**config.mk**
```make
export PLATFORM = sky130hd
export DESIGN_NAME = ssfh_pick
export DESIGN_NICKNAME = d
export VERILOG_FILES = /design/src/rtl/core/ssfh_pkg.sv /design/src/rtl/core/ssfh_pick.sv
export SDC_FILE = /design/constraint.sdc
export NUM_CORES = 1
export LEC_CHECK = 0
export BUFFER_PORTS_ARGS = -buffer_cell sky130_fd_sc_hd__buf_2
export CORE_MARGIN = 3
export CORE_UTILIZATION = 54
export CTS_CLUSTER_DIAMETER = 40
export CTS_CLUSTER_SIZE = 10
export DETAILED_ROUTE_END_ITERATION = 10
export PLACE_DENSITY_LB_ADDON = 0.2
export SYNTH_ARGS = -nofsm -noshare
export SYNTH_HDL_FRONTEND = slang
export SYNTH_SLANG_ARGS = --single-unit
```
**constraint.sdc**
```tcl
create_clock -name clock -period 3.2 [get_ports clock]
set_input_delay 0.32 -clock clock [delete_from_list [all_inputs] [get_ports clock]]
set_output_delay 0.32 -clock clock [all_outputs]
set_load 0.1 [all_outputs]
```
**src/rtl/core/ssfh_pkg.sv**
```systemverilog
// ssfh_pkg: widths, lane codes and payload types of the segment/square hit block.
// No dependencies; every other file of the block imports it.
`timescale 1ns / 1ps

package ssfh_pkg;

   // fixed point default
   localparam int FRAC_BITS_DEF = 16;

   // field and internal widths
   localparam int COORD_W = 32;               // input coordinates
   localparam int HALF_W  = 31;               // half size
   localparam int SIDE_W  = HALF_W + 1;       // full side length
   localparam int DELTA_W = COORD_W + 1;      // segment delta
   localparam int REL_W   = COORD_W + 2;      // edge corner minus segment start
   localparam int PARAM_W = 32;               // line parameter t
   localparam int LO_W    = 17;               // low split of a multiplier operand
   localparam int PW_LO   = REL_W + LO_W + 1; // low partial product
   localparam int PW_HI   = REL_W + DELTA_W - LO_W; // high partial product
   localparam int PROD_W  = REL_W + DELTA_W + 1;    // full products and sums

   // edge lanes, in test order
   localparam int NUM_EDGES   = 4;
   localparam int EDGE_LEFT   = 0;
   localparam int EDGE_RIGHT  = 1;
   localparam int EDGE_BOTTOM = 2;
   localparam int EDGE_TOP    = 3;

   typedef struct packed {
      logic signed [COORD_W-1:0] start_x;
      logic signed [COORD_W-1:0] start_y;
      logic signed [COORD_W-1:0] end_x;
      logic signed [COORD_W-1:0] end_y;
      logic signed [COORD_W-1:0] centre_x;
      logic signed [COORD_W-1:0] centre_y;
      logic [HALF_W-1:0]         half_size;
   } ssfh_req_type;

   // one edge: t = tn * 2^F / td, qual marks a crossing on the edge
   typedef struct packed {
      logic signed [REL_W-1:0]   tn;
      logic signed [DELTA_W-1:0] td;
      logic                      qual;
   } ssfh_lane_type;

   typedef struct packed {
      logic signed [PARAM_W-1:0] t;
      logic                      qual;
   } ssfh_cand_type;

   typedef struct packed {
      logic                      hit;
      logic signed [PARAM_W-1:0] hit_param;
   } ssfh_rsp_type;

endpackage

```
**src/rtl/core/ssfh_pick.sv**
```systemverilog
// ssfh_pick: two-stage minimum over the qualifying edge candidates.
// Depends on ssfh_pkg.
`timescale 1ns / 1ps

module ssfh_pick import ssfh_pkg::*; (
   input  logic                          clock,
   input  logic                          reset,
   input  logic                          en,
   input  logic                          in_valid,
   input  ssfh_cand_type [NUM_EDGES-1:0] in_cand,
   output logic                          out_valid,
   output ssfh_rsp_type                  out_rsp
);

   function automatic ssfh_cand_type pick_min(input ssfh_cand_type a,
                                              input ssfh_cand_type b);
      ssfh_cand_type r;
      if (a.qual && b.qual) begin
         r = (b.t < a.t) ? b : a;
      end else if (b.qual) begin
         r = b;
      end else begin
         r = a;
      end
      return r;
   endfunction

   // stage 1: pairs left/right and bottom/top
   ssfh_cand_type m01_ff, m23_ff;
   ssfh_cand_type best;
   ssfh_rsp_type  rsp_ff;
   logic          v1_ff, v2_ff;

   always_ff @(posedge clock) begin
      if (en) begin
         m01_ff <= pick_min(in_cand[EDGE_LEFT], in_cand[EDGE_RIGHT]);
         m23_ff <= pick_min(in_cand[EDGE_BOTTOM], in_cand[EDGE_TOP]);
      end
   end

   // stage 2: final minimum, parameter forced to zero on a miss
   assign best = pick_min(m01_ff, m23_ff);

   always_ff @(posedge clock) begin
      if (en) begin
         rsp_ff <= '{hit: best.qual, hit_param: (best.qual ? best.t : '0)};
      end
   end

   always_ff @(posedge clock) begin
      if (reset) begin
         v1_ff <= 1'b0;
         v2_ff <= 1'b0;
      end else if (en) begin
         v1_ff <= in_valid;
         v2_ff <= v1_ff;
      end
   end

   assign out_valid = v2_ff;
   assign out_rsp   = rsp_ff;

endmodule

```
# Yosys cells after proc, flatten, opt, wreduce, memory -nomap -nowiden
# Index checks and enable logic that the tools add are counted.
[word_totals]
output_inout_bits = 34
register_bits = 101
[op_classes]
reduce_logical = 3
n_lt_le_gt_ge = 3
n_mux = 9
[ops]
columns = ["cell", "count"]
rows = [
  ["$mux 33", 9],
  ["$lt 32x32->1", 3],
  ["$logic_and 1x1->1", 3],
]

# Logic depth before layout (Yosys ltp)
# Gate-level depths: netlist (run 1).
[logic_depth]
ltp_word = 3
mapped_depth = 11

# Least setup slack after synthesis (run 1)
# No wires, ideal clock.
[synth_path]
kind = "input -> register"
from = "in in_cand[81] in the netlist's numbering"
to = "reg m23_ff[10] in the netlist's numbering, data pin"
required_ps = 2940
path_slack_ps = 432
arrival_time_ps = 2508
path_buffers = 1
path_stages = 9
cell_sequence = "inv_1 ha_1 and4_2 a221oi_1 a31oi_1 or4b_1 a31o_2 buf_6 mux2_4"
[synth_via]
elab_chain_cells = 3
[synth_rtl]
columns = ["element", "line_no", "source"]
rows = [
  ["start: declaration", "ssfh_pick.sv:10", "input ssfh_cand_type [NUM_EDGES-1:0] in_cand,"],
  ["$lt 32x32->1", "ssfh_pick.sv:19", "r = (b.t < a.t) ? b : a;"],
  ["$mux 33", "ssfh_pick.sv:19", ""],
  ["$mux 33", "ssfh_pick.sv:18", "if (a.qual && b.qual) begin"],
  ["end signal: assignment", "ssfh_pick.sv:37", "m23_ff <= pick_min(in_cand[EDGE_BOTTOM], in_cand[EDGE_TOP]);"],
  ["end: declaration", "ssfh_pick.sv:29", "ssfh_cand_type m01_ff, m23_ff;"],
]
# Every way passes these cells.
# A chain may end at the register's enable or synchronous reset.

# Final worst setup path (run 1)
[layout_path]
from = "reg m23_ff[15] in the netlist's numbering"
to = "reg rsp_ff, in the netlist out_rsp[2], data pin"
[layout_via]
elab_chain_cells = 3
[layout_rtl]
columns = ["element", "line_no", "source"]
rows = [
  ["$lt 32x32->1", "ssfh_pick.sv:19", ""],
  ["$mux 33", "ssfh_pick.sv:19", ""],
  ["$mux 33", "ssfh_pick.sv:18", ""],
  ["end signal: assignment", "ssfh_pick.sv:46", "rsp_ff <= '{hit: best.qual, hit_param: (best.qual ? best.t : '0)};"],
  ["end: declaration", "ssfh_pick.sv:31", "ssfh_rsp_type rsp_ff;"],
]
# Every way passes these cells.

==> results of run 1 <==
## cells in the mapped netlist, drive strengths merged, types with 3 or more instances
cell type	number
buf	12
mux2	63
ha	93
nor2	16
a221oi	4
mux2i	3
o211ai	3
nand2	40
inv	99
nor4	4
or4b	3
nand3	9
a22o	31
edfxtp	99
a31oi	5
nand2b	3
a211oi	3
nand4	11
a21oi	34
o21ai	19
and4	3
## sequential cells by signal, indices dropped and copies added (netlist names)
register   cells
out_valid      1
v1_ff          1
m01_ff        33
m23_ff        33
out_rsp       33
## critical path, stage by stage (launching register included)
cell      delay, ps
edfxtp_1        420
ha_1            340
nand4_1         130
nor3_2          280
or4b_1          470
a31oi_1         240
buf_4           160
o21ai_0         100
a31oi_2         230
buf_4           280
a22o_1          190
## final timing paths
path                                                 end  depth (start not counted)                    from
worst min register to register    out_valid$_SDFFE_PP0P_                          2  out_valid$_SDFFE_PP0P_
worst max-delay path            out_rsp[2]$_SDFFCE_PN0P_                         10    m23_ff[15]$_DFFE_PP_
worst min-delay path              out_valid$_SDFFE_PP0P_                          2                   reset
worst max register to register  out_rsp[2]$_SDFFCE_PN0P_                         10    m23_ff[15]$_DFFE_PP_
## cell families (layout without fill, tap and decap cells)
| logic type | Yosys count | after routing | share of synthesized area (%) |
|---|---|---|---|
| AOI/OAI and AO/OA | 114 | 114 | 11.70 |
| buffers and inverters | 113 | 296 | 7.022 |
| DFF | 101 | 101 | 44.38 |
| and+or+nand+nor | 98 | 98 | 7.206 |
| adders and majority gates | 93 | 93 | 17.14 |
| muxes | 66 | 66 | 12.55 |
## power breakdown
part / total [mW] / internal (mW) / switching, mW
Clock: 1.19 / 0.688 / 0.500
Sequential: 1.72 / 1.65 / 0.0743
Combinational: 1.31 / 0.461 / 0.847
Total: 4.22 / 2.80 / 1.42
## layout make-up
| cell class | count | area (um^2) |
|---|---|---|
| Fill cell | 918 | 3950 |
| Multi-Input combinational cell | 371 | 3317 |
| Clock inverter | 7 | 98.84 |
| Tap cell | 168 | 210.2 |
| Inverter | 99 | 371.6 |
| Sequential cell | 101 | 3013 |
| Timing Repair Buffer | 181 | 975.9 |
| Clock buffer | 9 | 225.2 |
## per-layer routing
metal / track usage [%] / part of all wire [%] / vias up
li1: - / - / 2515
met1: 27.75 / 42 / 2422
met2: 39.01 / 49 / 167
met3: 5.046 / 6.5 / 28
met4: 9.084 / 2.7 / 0
met5: 0 / 0 / -
## through the flow
step	TNS [ps]	cell area (um^2)
6_report	0	8212
2_1_floorplan	0	6789
3_5_place_dp	-7898	7876
4_1_cts	0	8200
3_3_place_gp	-6578	7876
5_1_grt	0	8212
==> results.cfg, run 1 <==
[outcome]
outcome = completed

[power_and_ir_drop]
total_power_mw = 4.217
p_leak_nw = 3.992
ir_worst_vdd_mv = 0.2983
p_per_area_nw_per_um2 = 513.5

[die]
initial_core_util_pct = 55.82
coreArea_um2 = 12160
die_area_um2 = 13950
rows = 40
die-width_um = 118.1
ios = 170
die_h_um = 118.1

[setup_path]
endpoint_kind = flop
worst_ep_arrival_time_ps = 3220
rrSetupSlack_ps = 200
critPathMaxFanout = 19
worstPathRequired_ps = 3420
startpoint_type = flop
crit_type = flop to flop

[synthesis]
synth_cell_type_count = 45
ys_seq_area_share_pct = 44.38
synth_top_cells_by_area = edfxtp_1 44%, ha_1 17%, mux2_4 6.6%, inv_1 5.5%, mux2_2 5.5%
synth-edff-count = 99
synth_area_per_cell_um2 = 11.61
syn_nets = 814
yosys.area.top_type_share_pct = 43.79
async_reset_ff_share_pct = 0
synth_ff_type = edfxtp_1
ys_seq_elements = 101
synth_cells = 585
syn-cell-area_um2 = 6789
yosysWarnings = 0
synth_top_cell_by_area = edfxtp_1

[timing]
fin_ws_ps = 199.2
worst_slew_pin_slew_ps = 598.8
maxSlewHeadroom_pct = 60.08
fin_worst_skew_ps = 5.797
max_freq_mhz = 333.2
min_period_ps = 3001
hold_viol_final = 0
grt_setup_unrepaired = no
slew_violations = 0
whs_ps = 130.0
finalCritPeriodShare_pct = 93.77
finalSetupViolations = 0

[placed_design]
placed_cells = 920
routabilityCongestion = 0.8984
dp_hpwl_um = 12510
place_ws_ps = -275.6
io_buffers = 169

[final_layout]
nets = 992
stdcell_count = 936
antenna_cells = 0
layout-drive-gt1-share_pct = 35.29
final_common_cell = buf_2
synthToLayoutAreaGrowth_pct = 20.95
final_util_pct = 67.52
final_cell_mix = 168 x buf_2, 99 x inv_1, 99 x edfxtp_1

[routing]
drtAntennaViolNets = 0
wire_per_inst_um = 16.70
vias = 5132
drc_errors = 0
wl_um = 15630
firstDrtPassIters = 5
drtIter0Drc = 376
viasPerCell = 5.483

[cts]
cts_resized = 0
cts_tree = built
clkLatencyLatePin_ps = 350
cts_made_buffers = 9
post-cts-setup-buffers = 0
root_buffer = clkbuf_16
clkSinkCount = 101
h-tree-depth = 3
clockBufferDepth = 2
cts_hold_buf = 0
clk_pin_slew_worst_paths_ps = 70

[grt]
overflow = 0
antenna_found_initial = 0
grtUsageTotal_pct = 22.73
grt_max_degree = 57
grt_pass1_wl_um = 25050
grt_pass1_vias = 5262

[hold_path]
hp-class = input port to flop

[job]
cap_viol_max_count = 0
No activity file was read; power rests on OpenSTA's default activity.
==> run 2, diff against run 1 <==
--- a/config.mk
+++ b/config.mk
@@ -6,11 +6,13 @@
 export NUM_CORES = 1
 export LEC_CHECK = 0
 export BUFFER_PORTS_ARGS = -buffer_cell sky130_fd_sc_hd__buf_2
+export CAP_MARGIN = 30
 export CORE_MARGIN = 3
 export CORE_UTILIZATION = 54
 export CTS_CLUSTER_DIAMETER = 40
 export CTS_CLUSTER_SIZE = 10
 export DETAILED_ROUTE_END_ITERATION = 10
+export MAX_ROUTING_LAYER = met4
 export PLACE_DENSITY_LB_ADDON = 0.2
 export SYNTH_ARGS = -nofsm -noshare
 export SYNTH_HDL_FRONTEND = slang
==> run 2 against run 1 <==
Against the previous run:
- core utilization is the same
- clock power about the same
- die area is the same
- routed wire length fell by 0.29%
- first-iteration DRC count rose by 4.3%
- setup slack better by 1.1 ps
- worst hold slack worse by 2.9 ps
- highest routed layer unchanged
- via count shrank 0.35%
==> results.cfg, run 2 (synthesis gave the netlist of run 1 again) <==
[placed_design]
io_buffers = 169
post_dp_cell_area_um2 = 7876
placed_cells = 920
place_ws_ps = -275.6
routabilityCongestion = 0.9137
dp_hpwl_um = 12510

[cts]
cts_hold_buf = 0
root_buffer = clkbuf_16
clkLatencyLatePin_ps = 360
post-cts-setup-buffers = 0
clkSinkCount = 101
cts_made_buffers = 9
h-tree-depth = 3
clk_pin_slew_worst_paths_ps = 70
cts_tree = built
clockBufferDepth = 2

[grt]
grt_max_degree = 57
grt_pass1_wl_um = 25000
grt_pass1_vias = 5258
grtUsageTotal_pct = 23.34
overflow = 0
antenna_found_initial = 0

[power_and_ir_drop]
p_leak_nw = 3.992
power_frac_comb_pct = 31.0
p_per_area_nw_per_um2 = 513.7
power_frac_seq_pct = 40.8
ir_worst_vdd_mv = 0.3028
clock_power_share_pct = 28.2
p_int_mw = 2.796
total_power_mw = 4.218
p_sw_share_pct = 33.73
p_sw_mw = 1.423

[final_layout]
antenna_cells = 0
nets = 992
synthToLayoutAreaGrowth_pct = 20.95
stdcell_count = 936
final_common_cell = buf_2
nFillCells = 918
final_util_pct = 67.52
final_design_area_no_fill_um2 = 8212
final_cell_mix = 168 x buf_2, 99 x inv_1, 99 x edfxtp_1
layout-drive-gt1-share_pct = 35.29

[routing]
viasPerCell = 5.464
wl_um = 15590
drtAntennaViolNets = 0
drtIter0Drc = 392
drc_errors = 0
vias = 5114
firstDrtPassIters = 4
wire_per_inst_um = 16.65

[timing]
hold_viol_final = 0
grt_setup_unrepaired = no
finalCritPeriodShare_pct = 93.74
max_freq_mhz = 333.4
min_period_ps = 3000
finalSetupTns_ps = 0
whs_ps = 127.1
finalSetupViolations = 0
fin_worst_skew_ps = 4.717
fin_ws_ps = 200.4
slew_violations = 0
worst_slew_pin_slew_ps = 598.9
maxSlewHeadroom_pct = 60.07

[setup_path]
critPathSlowestCell = or4b_1
worst_ep_arrival_time_ps = 3220
cpMostUsedCell = buf_4
startpoint_type = flop
cp_top_family = simple AND/OR/NAND/NOR gates
worstPathRequired_ps = 3420
critPathMaxFanout = 19
crit_chain = ha_1, nand4_1, nor3_2, or4b_1, a31oi_1, buf_4, o21ai_0, a31oi_2, buf_4, a22o_1
endpoint_kind = flop
path_buf_inv = 2
crit_type = flop to flop
cpPeakStageDelay_ps = 470

[die]
rows = 40
coreArea_um2 = 12160
ios = 170
die_area_um2 = 13950
die_h_um = 118.1
die-width_um = 118.1
initial_core_util_pct = 55.82

[job]
cap_viol_max_count = 0

[outcome]
outcome = completed

[hold_path]
hp-class = input port to flop
run 2: cell counts in the layout (fill, tap and decap cells not counted):
Identical to the previous run, type by type.
run 2: per-layer routing:
metal  track usage, %  wire length (um)
met5                -                 0
met4            9.597               419
met3            3.940               922
met2            39.09              7704
met1            28.03              6541
run 2: final timing paths:
kind                          start                        to  slack (ps)  depth (start not counted)
max            m23_ff[15]$_DFFE_PP_  out_rsp[2]$_SDFFCE_PN0P_         200                         10
min                           reset    out_valid$_SDFFE_PP0P_         130                          2
max reg2reg    m23_ff[15]$_DFFE_PP_  out_rsp[2]$_SDFFCE_PN0P_         200                         10
min reg2reg  out_valid$_SDFFE_PP0P_    out_valid$_SDFFE_PP0P_         500                          2
run 2: area by class of cell:
class | count | area, um^2 | share of cell area, %
inverter | 99 | 371.6 | 4.525
multi-input combinational | 371 | 3317 | 40.39
sequential | 101 | 3013 | 36.69
clock inverter | 7 | 98.84 | 1.204
clock buffer | 9 | 225.2 | 2.743
tap | 168 | 210.2 | 2.560
timing repair buffer | 181 | 975.9 | 11.88
run 2: worst register-to-register path: cells and delay by family (launching register included):
family,cells,cell delay (ps)
fa+ha+maj,1,350
buf+inv,2,440
flops,1,420
compound gates,4,780
simple gates,3,890
run 2: timing repair:
item	CTS	global route
gates resized for setup	0	2
hold endpoints to repair	0	0
endpoints found under the setup margin	0	50
run 2: power groups by stage:
stage,combinational (mW),sequential (mW),clock (mW)
2_1_floorplan,0.573,2.12,0
3_3_place_gp,1.26,1.74,0
3_5_place_dp,1.31,1.75,0
4_1_cts,1.31,1.72,1.21
5_1_grt,1.42,1.74,1.26
6_report,1.31,1.72,1.19
