**config.mk**
```make
export PLATFORM = sky130hd
export DESIGN_NAME = ssfh_skid
export DESIGN_NICKNAME = d
export VERILOG_FILES = /design/src/rtl/core/ssfh_pkg.sv /design/src/rtl/core/ssfh_skid.sv
export SDC_FILE = /design/constraint.sdc
export NUM_CORES = 1
export LEC_CHECK = 0
export ABC_CLOCK_PERIOD_IN_PS = 4850
export BUFFER_PORTS_ARGS = -buffer_cell sky130_fd_sc_hd__buf_2
export CAP_MARGIN = 10
export CELL_PAD_IN_SITES_DETAIL_PLACEMENT = 0
export CELL_PAD_IN_SITES_GLOBAL_PLACEMENT = 1
export CORE_UTILIZATION = 35
export DETAILED_ROUTE_END_ITERATION = 8
export PLACE_DENSITY_LB_ADDON = 0.1
export SLEW_MARGIN = 15
export SYNTH_ARGS = -nofsm -noshare
export SYNTH_HDL_FRONTEND = slang
export SYNTH_SLANG_ARGS = --single-unit
```
**constraint.sdc**
```tcl
create_clock -name clock -period 4.85 [get_ports clock]
set_input_delay 0.97 -clock clock [delete_from_list [all_inputs] [get_ports clock]]
set_output_delay 0.97 -clock clock [all_outputs]
set_load 0.02 [all_outputs]
```
**src/rtl/core/ssfh_pkg.sv**
```systemverilog
// ssfh_pkg: widths, lane codes and payload types of the segment/square hit block.
// No dependencies; every other file of the block imports it.
`timescale 1ns / 1ps

package ssfh_pkg;

   // fixed point default
   localparam int FRAC_BITS_DEF = 16;

   // field and internal widths
   localparam int COORD_W = 32;               // input coordinates
   localparam int HALF_W  = 31;               // half size
   localparam int SIDE_W  = HALF_W + 1;       // full side length
   localparam int DELTA_W = COORD_W + 1;      // segment delta
   localparam int REL_W   = COORD_W + 2;      // edge corner minus segment start
   localparam int PARAM_W = 32;               // line parameter t
   localparam int LO_W    = 17;               // low split of a multiplier operand
   localparam int PW_LO   = REL_W + LO_W + 1; // low partial product
   localparam int PW_HI   = REL_W + DELTA_W - LO_W; // high partial product
   localparam int PROD_W  = REL_W + DELTA_W + 1;    // full products and sums

   // edge lanes, in test order
   localparam int NUM_EDGES   = 4;
   localparam int EDGE_LEFT   = 0;
   localparam int EDGE_RIGHT  = 1;
   localparam int EDGE_BOTTOM = 2;
   localparam int EDGE_TOP    = 3;

   typedef struct packed {
      logic signed [COORD_W-1:0] start_x;
      logic signed [COORD_W-1:0] start_y;
      logic signed [COORD_W-1:0] end_x;
      logic signed [COORD_W-1:0] end_y;
      logic signed [COORD_W-1:0] centre_x;
      logic signed [COORD_W-1:0] centre_y;
      logic [HALF_W-1:0]         half_size;
   } ssfh_req_type;

   // one edge: t = tn * 2^F / td, qual marks a crossing on the edge
   typedef struct packed {
      logic signed [REL_W-1:0]   tn;
      logic signed [DELTA_W-1:0] td;
      logic                      qual;
   } ssfh_lane_type;

   typedef struct packed {
      logic signed [PARAM_W-1:0] t;
      logic                      qual;
   } ssfh_cand_type;

   typedef struct packed {
      logic                      hit;
      logic signed [PARAM_W-1:0] hit_param;
   } ssfh_rsp_type;

endpackage

```
**src/rtl/core/ssfh_skid.sv**
```systemverilog
// ssfh_skid: two-entry output queue; the pipeline advances while it has room.
// Depends on ssfh_pkg.
`timescale 1ns / 1ps

module ssfh_skid import ssfh_pkg::*; (
   input  logic         clock,
   input  logic         reset,
   input  logic         push,
   input  ssfh_rsp_type push_rsp,
   output logic         room,
   output logic         out_valid,
   input  logic         out_ready,
   output ssfh_rsp_type out_rsp
);

   ssfh_rsp_type mem_ff [0:1];
   logic         wr_ff, rd_ff;
   logic [1:0]   count_ff;
   logic         pop;

   assign pop       = out_valid && out_ready;
   assign out_valid = (count_ff != 2'd0);
   assign room      = (count_ff != 2'd2);
   assign out_rsp   = mem_ff[rd_ff];

   always_ff @(posedge clock) begin
      if (push) begin
         mem_ff[wr_ff] <= push_rsp;
      end
   end

   // pointers and fill count
   always_ff @(posedge clock) begin
      if (reset) begin
         wr_ff    <= 1'b0;
         rd_ff    <= 1'b0;
         count_ff <= 2'd0;
      end else begin
         if (push) begin
            wr_ff <= !wr_ff;
         end
         if (pop) begin
            rd_ff <= !rd_ff;
         end
         count_ff <= count_ff + 2'(push) - 2'(pop);
      end
   end

endmodule

```
-- After elaboration in Yosys (flattened, before gate mapping)
Memories as Yosys holds them, arrays and structs flattened. A register that Yosys moved wholly into a read port is not among the register bits.
Index checks and enable logic that the tools add are counted.
W data, S select, Z words.
- word-level logic and storage cells: 15
- memories kept: 1
- memory bits (writable): 66
- input bits: 37
- register bits after elaboration: 4
- memory list (name ; words ; bits a word ; rd ports ; clocked after memory_dff ; wr ports ; line ; source):
    mem_ff ; 2 ; 33 ; 1 ; 1 ; 1 ; ssfh_skid.sv:16 ; ssfh_rsp_type mem_ff [0:1];
- equal/unequal tests: 1
- add/sub/neg operators: 2
- reductions and logical operators: 4
- muxes and demuxes: 4
- operators by type and width (kind ; count):
    $mux W1 ; 4
    $add A2 B1 Y2 ; 1
    $logic_not A1 Y1 ; 2
    $ne A2 B2 Y1 const B ; 1
    $reduce_bool A2 Y1 ; 1
    $sub A2 B1 Y2 ; 1
    $logic_and A1 B1 Y1 ; 1

-- Logic depth before layout (Yosys ltp)
Gate-level depths: netlist of the first run.
- depth after elaboration: 4
- mapped depth: 6
- gate-level depth less buffers: 6

-- Least setup slack after synthesis of the first run
Ideal clock, no wire load.
- path type: input to register
- start: input port push
- end: memory mem_ff[0][0] in the netlist's numbering, enable pin
- cell stages on the path: 1
- buffers on the path: 0
- setup slack: 1963 ps
- data arrival time: 2460 ps
- cells stage by stage: nor2b_1
- word-level cells in the longest chain between the ends: 2
- ends and longest elaborated chain (what ; line ; source):
    start, declared ; ssfh_skid.sv:8 ; input logic push,
    $mux W1 ; ssfh_skid.sv:27 ; if (push) begin
    $mux W1 (not written as such) ; ssfh_skid.sv:28 ; mem_ff[wr_ff] <= push_rsp;
    end, declared ; ssfh_skid.sv:16 ;
No other way between the ends.

==> impl_metrics.env, run 1 <==
export IMPL_status="complete, no violations"
export IMPL_clock_latency_ns=0.33
export IMPL_die_y_um=89.0
export IMPL_htree_levels=3
export IMPL_synth_top_cell_area_share_pct=74.9
export IMPL_finalSetupViolations=0
export IMPL_min_period_over_period_pct=56.8
export IMPL_layout_common_cells="71 x buf_2, 66 x edfxtp_1, 33 x mux2_2"
export IMPL_cts_resized=0
export IMPL_hold_viol_final=0
export IMPL_cts_sinks=71
export IMPL_fp_coreArea_um2=7290
export IMPL_vdd_drop_max_mv=0.192
export IMPL_crit_fanout=33
export IMPL_final_common_cell="buf_2"
export IMPL_drt_wl_total_um=4350
export IMPL_post_cts_buffers=0
export IMPL_yosysSeqAreaShare_pct=78.7
export IMPL_routedWlPerCell_um=14.1
export IMPL_cts_hold_buf=0
export IMPL_start_util_pct=36.3
export IMPL_max_freq_mhz=363
export IMPL_post_synth_num_cell_types=15
export IMPL_grt_pass1_wl_um=6510
export IMPL_hold_class="reg -> reg"
export IMPL_dieArea_um2=7910
export IMPL_vias=1318
export IMPL_syn_num_nets=165
export IMPL_crit_type="reg -> out"
export IMPL_clock_root_buffer="clkbuf_8"
export IMPL_reg2reg_from="wr_ff"
export IMPL_crit_required_ns=3.88
export IMPL_rsz0062_at_grt="no"
export IMPL_whs_path_depth=2
export IMPL_tritoncts="done"
export IMPL_antenna_found_initial=0
export IMPL_port_buffers=71
export IMPL_min_to="wr_ff"
export IMPL_nFillCells=666
export IMPL_arrival_ns=1.78
export IMPL_slowest_stage="dfxtp_2"
export IMPL_utilization_pct=45.3
export IMPL_cts_buffers=9
export IMPL_drc=0
export IMPL_first_pass_iters=4
export IMPL_grt_pass1_vias=1378
export IMPL_reg2reg_to="mem_ff[1][13]"
export IMPL_grt_total_usage_pct=11.6
export IMPL_postRouteAntennaNets=0
export IMPL_ys_ff_latch=71
export IMPL_synth_area_leaders="edfxtp_1 75%, mux2_2 14%, dfxtp_1 3.8%"
export IMPL_syn2layout_area_growth_pct=24.8
export IMPL_max_stage_delay_ns=0.87
export IMPL_avgSynthCellArea_um2=21.0
export IMPL_yosysWarningCount=0
export IMPL_skew_ns=0.00519
export IMPL_cts_path_max_buffers=2
export IMPL_power_density_nw_per_um2=487
export IMPL_n_antenna_cell=0
export IMPL_endpoint_kind="primary output"
export IMPL_post_route_min_period_ns=2.75
export IMPL_min_delay_start="wr_ff"
export IMPL_rows=31
export IMPL_syn_area_um2=2650
export IMPL_tightest_slew_ns=0.982
export IMPL_layout_drive_gt1_share_pct=59.8
export IMPL_path_clk_slew_ns=0.07
export IMPL_die_w_um=89.0
export IMPL_grt_max_degree=34
export IMPL_overflow=0
export IMPL_crit_chain="mux2_2, buf_2"
export IMPL_cp_start_kind="register"
export IMPL_dpl_hpwl_um=2730
export IMPL_vias_per_cell=4.28
export IMPL_pin_count=72
export IMPL_power_leakage_nw=1.25
export IMPL_slew_violations=0
export IMPL_reg2reg_depth=1
export IMPL_regToRegSetupSlack_ns=3.34
export IMPL_slew_headroom_pct=34.4
export IMPL_nets=243
export IMPL_synth_cells=126
export IMPL_synth_area_leader_cell="edfxtp_1"
export IMPL_maxCapViolCount=0
export IMPL_drt_initial_drc_count=39
export IMPL_place_congestion=0.643
export IMPL_fin_tns_setup_ns=0
## per-layer routing
layer  vias up  GRT usage (%)  wire (um)
met5         -              0          0
met4         0           6.49         43
met3         4           3.88        281
met2        39           19.4       2180
met1       635           13.3       1850
li1        640              -          -
## registers in the layout, indices dropped and copies added (netlist names), named ones only
name	count
mem_ff	66
count_ff	2
rd_ff	1
wr_ff	1
## metrics by stage
step	cells	power (W)	hold WS [ns]	worst slack, ns	area (um2)
floorplan	126	0.00104	0.496	1.96	2650
global placement	292	0.00113	0.563	2.41	3090
detailed placement	292	0.00113	0.573	2.39	3090
CTS	308	0.00164	0.583	2.01	3300
global route	308	0.00169	0.622	1.95	3300
finish	308	0.00161	0.582	2.10	3300
## worst max-delay path, delay by kind of cell, from the launching register on
kind	cells	cell delay, ns
muxes	1	0.42
buffers and inverters	1	0.16
DFF	1	0.87
## final cells by class
type,count,area (um2),share of cell area [%]
tap,99,124,3.75
sequential,71,2080,63.1
timing repair buffer,71,355,10.8
inverter,2,7.51,0.227
clock inverter,6,85.1,2.58
clock buffer,10,128,3.86
multi-input combinational,49,520,15.8
## Yosys cell counts
master / number
and2_1: 1
nand2_1: 1
or2_2: 1
o21a_1: 1
mux2_4: 2
inv_1: 2
edfxtp_1: 66
mux2_2: 33
nor2b_1: 3
xnor3_1: 1
xnor2_1: 1
buf_6: 4
nor2_1: 3
ha_1: 2
dfxtp_1: 5
## cell families (layout without fill, tap and decap cells)
| family | after synthesis | in the layout | synth area share, % |
|---|---|---|---|
| AO/OA/AOI/OAI | 1 | 1 | 0.284 |
| buffers and inverters | 6 | 89 | 1.99 |
| flip-flops | 71 | 71 | 78.7 |
| multiplexers | 35 | 35 | 15.2 |
| adder cells (fa/ha/maj) | 2 | 2 | 0.945 |
| AND/OR/NAND/NOR | 9 | 9 | 1.75 |
| XOR/XNOR | 2 | 2 | 1.18 |
## report_power, final
part | total [W] | switching (W) | internal [W]
combinational | 0.000344 | 0.000176 | 0.000168
clock | 0.000494 | 0.000206 | 0.000288
sequential | 0.000772 | 0.0000490 | 0.000723
## worst max-delay path by stage
stage	end	depth (start not counted)	start
floorplan	mem_ff[0][0]	1	push
global placement	out_rsp[28]	2	register
detailed placement	out_rsp[27]	2	register
CTS	out_rsp[21]	2	register
global route	out_rsp[28]	2	register
finish	out_rsp[21]	2	register
No activity file was read; power rests on OpenSTA's default activity.
==> run 2, diff against run 1 <==
Settings changed: ABC_AREA set to 1, ABC_CLOCK_PERIOD_IN_PS 4850 to 2900.
Clock period 4.85 ns to 2.9 ns, I/O delays scaled along.
==> run 2 against run 1 <==
Register-to-register slack got worse by 1.9 ns; synthesized cell count increased by 10%; via count increased by 7.9%; worst setup slack got worse by 1.5 ns; die area increased by 4.8%; first-iteration DRC count increased by 140%; cell count increased by 6.2%; utilization about the same; global-route usage increased by 0.75 points; sequential share of layout area decreased by 3.2 points; largest power group unchanged; highest routed layer unchanged.
==> impl_metrics.env, run 2 <==
export IMPL_avgSynthCellArea_um2=20.0
export IMPL_rsz0062_at_grt="no"
export IMPL_vias_per_cell=4.35
export IMPL_nFillCells=710
export IMPL_start_util_pct=36.1
export IMPL_finalInstanceArea_um2=3480
export IMPL_yosysMostFrequentCell="edfxtp_1"
export IMPL_crit_required_ns=2.32
export IMPL_place_area_um2=3240
export IMPL_hold_class="in -> reg"
export IMPL_routedWlPerCell_um=14.3
export IMPL_synth_cells=139
export IMPL_maxCapViolCount=0
export IMPL_place_congestion=0.649
export IMPL_tightest_slew_ns=0.472
export IMPL_reg2reg_depth=10
export IMPL_endpoint_kind="primary output"
export IMPL_min_period_over_period_pct=78.8
export IMPL_vias=1422
export IMPL_ys_ff_latch=71
export IMPL_postRouteAntennaNets=0
export IMPL_cts_path_max_buffers=2
export IMPL_utilization_pct=45.3
export IMPL_cp_start_kind="register"
export IMPL_synth_area_leaders="edfxtp_1 71%, mux2_4 16%, dfxtp_1 3.6%"
export IMPL_fin_tns_setup_ns=0
export IMPL_die_y_um=91.1
export IMPL_power_density_nw_per_um2=810
export IMPL_crit_fanout=20
export IMPL_syn_num_nets=178
export IMPL_synthTopCellsByCount="66 x edfxtp_1, 30 x mux2_4, 9 x inv_1, 9 x nor2_1, 7 x nand2_1"
export IMPL_port_buffers=71
export IMPL_finalSetupViolations=0
export IMPL_synth_area_leader_cell="edfxtp_1"
export IMPL_final_common_cell="buf_2"
export IMPL_yosysSeqAreaShare_pct=75.0
export IMPL_syn2layout_area_growth_pct=25.3
export IMPL_max_freq_mhz=437
export IMPL_reg_top3="mem_ff (66), count_ff (2)"
export IMPL_clock_root_buffer="clkbuf_8"
export IMPL_post_cts_buffers=0
export IMPL_reg2reg_to="count_ff[1]"
export IMPL_overflow=0
export IMPL_clock_latency_ns=0.32
export IMPL_largest_register_ffs=66
export IMPL_post_synth_num_cell_types=13
export IMPL_vdd_drop_max_mv=0.410
export IMPL_synth_ff_type="edfxtp_1"
export IMPL_grt_max_degree=35
export IMPL_n_antenna_cell=0
export IMPL_fin_ws_ns=0.614
export IMPL_cts_resized=0
export IMPL_power_leakage_nw=1.41
export IMPL_status="complete, no violations"
export IMPL_arrival_ns=1.71
export IMPL_crit_type="reg -> out"
export IMPL_die_w_um=91.1
export IMPL_drt_wl_total_um=4660
export IMPL_slew_violations=0
export IMPL_nets=259
export IMPL_critical_path_endpoint="out_rsp[8]"
export IMPL_skew_ns=0.00876
export IMPL_slew_headroom_pct=68.5
export IMPL_grt_pass1_wl_um=7670
export IMPL_layout_drive_gt1_share_pct=54.7
export IMPL_post_route_min_period_ns=2.29
export IMPL_drt_initial_drc_count=92
export IMPL_syn_area_um2=2780
export IMPL_grt_pass1_vias=1555
export IMPL_regToRegSetupSlack_ns=1.47
export IMPL_cts_buffers=9
export IMPL_first_pass_iters=4
export IMPL_layout_common_cells="71 x buf_2, 66 x edfxtp_1, 30 x mux2_4"
export IMPL_yosysWarningCount=0
export IMPL_cts_hold_buf=0
export IMPL_place_ws_ns=0.938
export IMPL_synth_edff_count=66
export IMPL_synth_top_cell_area_share_pct=71.4
export IMPL_dieArea_um2=8290
export IMPL_tritoncts="done"
export IMPL_grt_total_usage_pct=12.4
export IMPL_htree_levels=3
export IMPL_largest_register="mem_ff"
export IMPL_whs_path_depth=1
export IMPL_fp_coreArea_um2=7690
export IMPL_hold_viol_final=0
export IMPL_cts_sinks=71
export IMPL_path_clk_slew_ns=0.07
export IMPL_dpl_hpwl_um=3090
export IMPL_rows=32
export IMPL_antenna_found_initial=0
export IMPL_pin_count=72
export IMPL_reg2reg_from="count_ff[1]"
export IMPL_synth_async_reset_ratio_pct=0
export IMPL_drc=0
run 2: cell types whose count changed after synthesis, moves of 2 or more:
cell     before  now
buf_6         4    1
buf_12        0    3
mux2_2       33    3
inv_1         2    9
nand3_1       0    2
nor2_1        3    9
mux2_4        2   30
nand2_1       1    7
nor2b_1       3    0
run 2: stage by stage:
stage | cells | total power, W | hold WS (ns)
global placement | 311 | 0.00193 | 0.500
detailed placement | 311 | 0.00194 | 0.498
finish | 327 | 0.00282 | 0.437
floorplan | 139 | 0.00179 | 0.467
global route | 327 | 0.00297 | 0.414
CTS | 327 | 0.00286 | 0.416
run 2: worst max-delay path, cell delays in order (launching register included):
cell	delay, ns
dfxtp_2	0.63
buf_12	0.26
mux2_4	0.32
buf_2	0.16
run 2: area by class of cell:
| class | instances | area, um2 | share of cell area, % |
|---|---|---|---|
| timing repair buffer | 74 | 403 | 11.6 |
| inverter | 9 | 33.8 | 0.971 |
| clock buffer | 9 | 124 | 3.56 |
| multi-input combinational | 55 | 597 | 17.2 |
| tap | 102 | 128 | 3.67 |
| sequential | 71 | 2080 | 59.9 |
| clock inverter | 7 | 111 | 3.20 |
run 2: routing by layer:
layer	part of all wire (%)	track usage, %	wire length [um]
met4	0.94	6.35	44
met1	44	14.2	2060
met2	49	20.5	2290
met3	5.7	4.19	264
met5	0	0	0
run 2: worst min-delay path by stage:
stage,from,to
floorplan,rd_ff,register
global placement,rd_ff,rd_ff
detailed placement,rd_ff,register
CTS,push_rsp[11],mem_ff[0][11]
global route,push_rsp[12],mem_ff[1][12]
finish,push_rsp[24],mem_ff[0][24]
run 2: cells by family (layout without fill, tap and decap cells):
family | after synthesis | after routing | synth area share, %
DFF | 71 | 71 | 75.0
muxes | 33 | 33 | 17.4
and+or+nand+nor | 19 | 19 | 2.70
buffers and inverters | 13 | 99 | 3.79
adders and majority gates | 2 | 2 | 0.901
AOI/OAI and AO/OA | 1 | 1 | 0.180
run 2: power breakdown:
part | switching (W) | leakage [nW] | total [W] | internal, W
clock network | 0.000348 | 0.118 | 0.000914 | 0.000566
registers | 0.0000541 | 0.661 | 0.00125 | 0.00120
logic | 0.000345 | 0.631 | 0.000652 | 0.000307
==> run 3, diff against run 2 <==
Settings changed: ABC_CLOCK_PERIOD_IN_PS 2900 to 2300.
Clock period 2.9 ns to 2.3 ns, I/O delays scaled along.
==> run 3 against run 2 <==
Die area stayed put; flip-flop and latch count did not move; final area fell by 1.5%; clock skew about the same; cell count grew 0.61%; sequential power grew 23%; utilization fell by 0.67 points; sequential share of layout area grew 0.90 points.
==> impl_metrics.env, run 3 (synthesized netlist as in run 2, its figures left out) <==
export IMPL_crit_chain="buf_4, mux2_2, buf_2"
export IMPL_grt_total_usage_pct=11.4
export IMPL_overflow=0
export IMPL_arrival_ns=1.56
export IMPL_nets=262
export IMPL_slew_violations=0
export IMPL_fp_coreArea_um2=7690
export IMPL_drt_wl_total_um=4420
export IMPL_vdd_drop_max_mv=0.431
export IMPL_cts_resized=0
export IMPL_post_cts_buffers=0
export IMPL_crit_type="reg -> out"
export IMPL_whs_path_depth=1
export IMPL_cts_buffers=9
export IMPL_skew_ns=0.00894
export IMPL_power_leakage_nw=1.39
export IMPL_drt_initial_drc_count=47
export IMPL_min_period_over_period_pct=87.9
export IMPL_slowest_stage="mux2_2"
export IMPL_crit_buf_inv=2
export IMPL_utilization_pct=44.6
export IMPL_cts_hold_buf=0
export IMPL_start_util_pct=36.1
export IMPL_largest_register="mem_ff"
export IMPL_path_clk_slew_ns=0.08
export IMPL_htree_levels=3
export IMPL_cts_path_max_buffers=2
export IMPL_pin_count=72
export IMPL_routedWlPerCell_um=13.4
export IMPL_crit_required_ns=1.84
export IMPL_dieArea_um2=8290
export IMPL_tritoncts="done"
export IMPL_reg2reg_from="count_ff[1]"
export IMPL_grt_pass1_vias=1467
export IMPL_layout_drive_gt1_share_pct=55.5
export IMPL_final_common_cell="buf_2"
export IMPL_cts_sinks=71
export IMPL_reg_top3="mem_ff (66), count_ff (2)"
export IMPL_grt_max_degree=24
export IMPL_dpl_hpwl_um=3080
export IMPL_critical_path_top_delay_family="buffers and inverters"
export IMPL_fin_tns_setup_ns=0
export IMPL_syn2layout_area_growth_pct=23.5
export IMPL_nFillCells=737
export IMPL_p_total_w=0.00331
export IMPL_reg2reg_depth=10
export IMPL_first_pass_iters=3
export IMPL_maxCapViolCount=0
export IMPL_grt_pass1_wl_um=6800
export IMPL_rows=32
export IMPL_crit_fanout=23
export IMPL_regToRegSetupSlack_ns=0.80
export IMPL_finalSetupViolations=0
export IMPL_max_freq_mhz=495
export IMPL_port_buffers=71
export IMPL_clock_latency_ns=0.33
export IMPL_min_to="mem_ff[0][17]"
export IMPL_die_y_um=91.1
export IMPL_status="complete, no violations"
export IMPL_rsz0062_at_grt="no"
export IMPL_layout_common_cells="71 x buf_2, 66 x edfxtp_1, 30 x mux2_4"
export IMPL_reg2reg_to="count_ff[1]"
export IMPL_cp_start_kind="register"
export IMPL_drc=0
export IMPL_vias_per_cell=4.31
export IMPL_tightest_slew_ns=0.418
export IMPL_largest_register_ffs=66
export IMPL_post_route_min_period_ns=2.02
export IMPL_max_stage_delay_ns=0.38
export IMPL_slew_headroom_pct=72.1
export IMPL_die_w_um=91.1
export IMPL_hold_viol_final=0
export IMPL_min_delay_start="push_rsp[17]"
export IMPL_vias=1418
export IMPL_endpoint_kind="primary output"
export IMPL_n_antenna_cell=0
export IMPL_clock_root_buffer="clkbuf_8"
export IMPL_place_congestion=0.635
export IMPL_power_density_nw_per_um2=967
export IMPL_hold_class="in -> reg"
export IMPL_antenna_found_initial=0
export IMPL_postRouteAntennaNets=0
[run 3: cell count changes in the layout (fill, tap and decap cells not counted)]
| cell | delta |
|---|---|
| buf_12 | -2 |
| buf_4 | +5 |
| bufinv_16 | -2 |
| clkinv_1 | -1 |
| clkinvlp_4 | +2 |
[run 3: power breakdown]
group / internal, W / switching (W)
combinational: 0.000383 / 0.000470
clock: 0.000490 / 0.000426
sequential: 0.00151 / 0.0000341
total: 0.00238 / 0.000931
[run 3: worst max-delay path by stage]
stage               startpoint            to  slack (ns)  depth (start not counted)
floorplan                 push  mem_ff[0][0]        0.55                          2
global placement      register   out_rsp[32]        0.62                          3
detailed placement    register    out_rsp[0]        0.60                          3
CTS                   register    out_rsp[1]        0.23                          3
global route          register    out_rsp[0]        0.20                          3
finish                register    out_rsp[1]        0.28                          3
[run 3: routing by layer]
layer  wire length [um]  global-route usage [%]  part of all wire [%]
met1               1720                    11.5                    39
met2               2350                    20.1                    53
met3                232                    3.52                   5.3
met4                108                    7.54                   2.4
met5                  0                       0                     0
[run 3: per-stage QoR]
| stage | cells | cell area, um2 | hold WS, ns | setup slack (ns) |
|---|---|---|---|---|
| finish | 329 | 3430 | 0.313 | 0.278 |
| global route | 329 | 3430 | 0.289 | 0.201 |
| CTS | 329 | 3430 | 0.294 | 0.232 |
| detailed placement | 314 | 3240 | 0.498 | 0.605 |
| global placement | 314 | 3240 | 0.494 | 0.624 |
| floorplan | 139 | 2780 | 0.467 | 0.548 |
[run 3: final cells by class]
cell class	count	area, um2	area share, %
well taps	102	128	3.72
clock inverters	6	62.6	1.82
clock buffers	9	124	3.61
repair buffers	77	400	11.7
multi-input cells	55	597	17.4
inverters	9	33.8	0.985
flip-flops and latches	71	2080	60.8
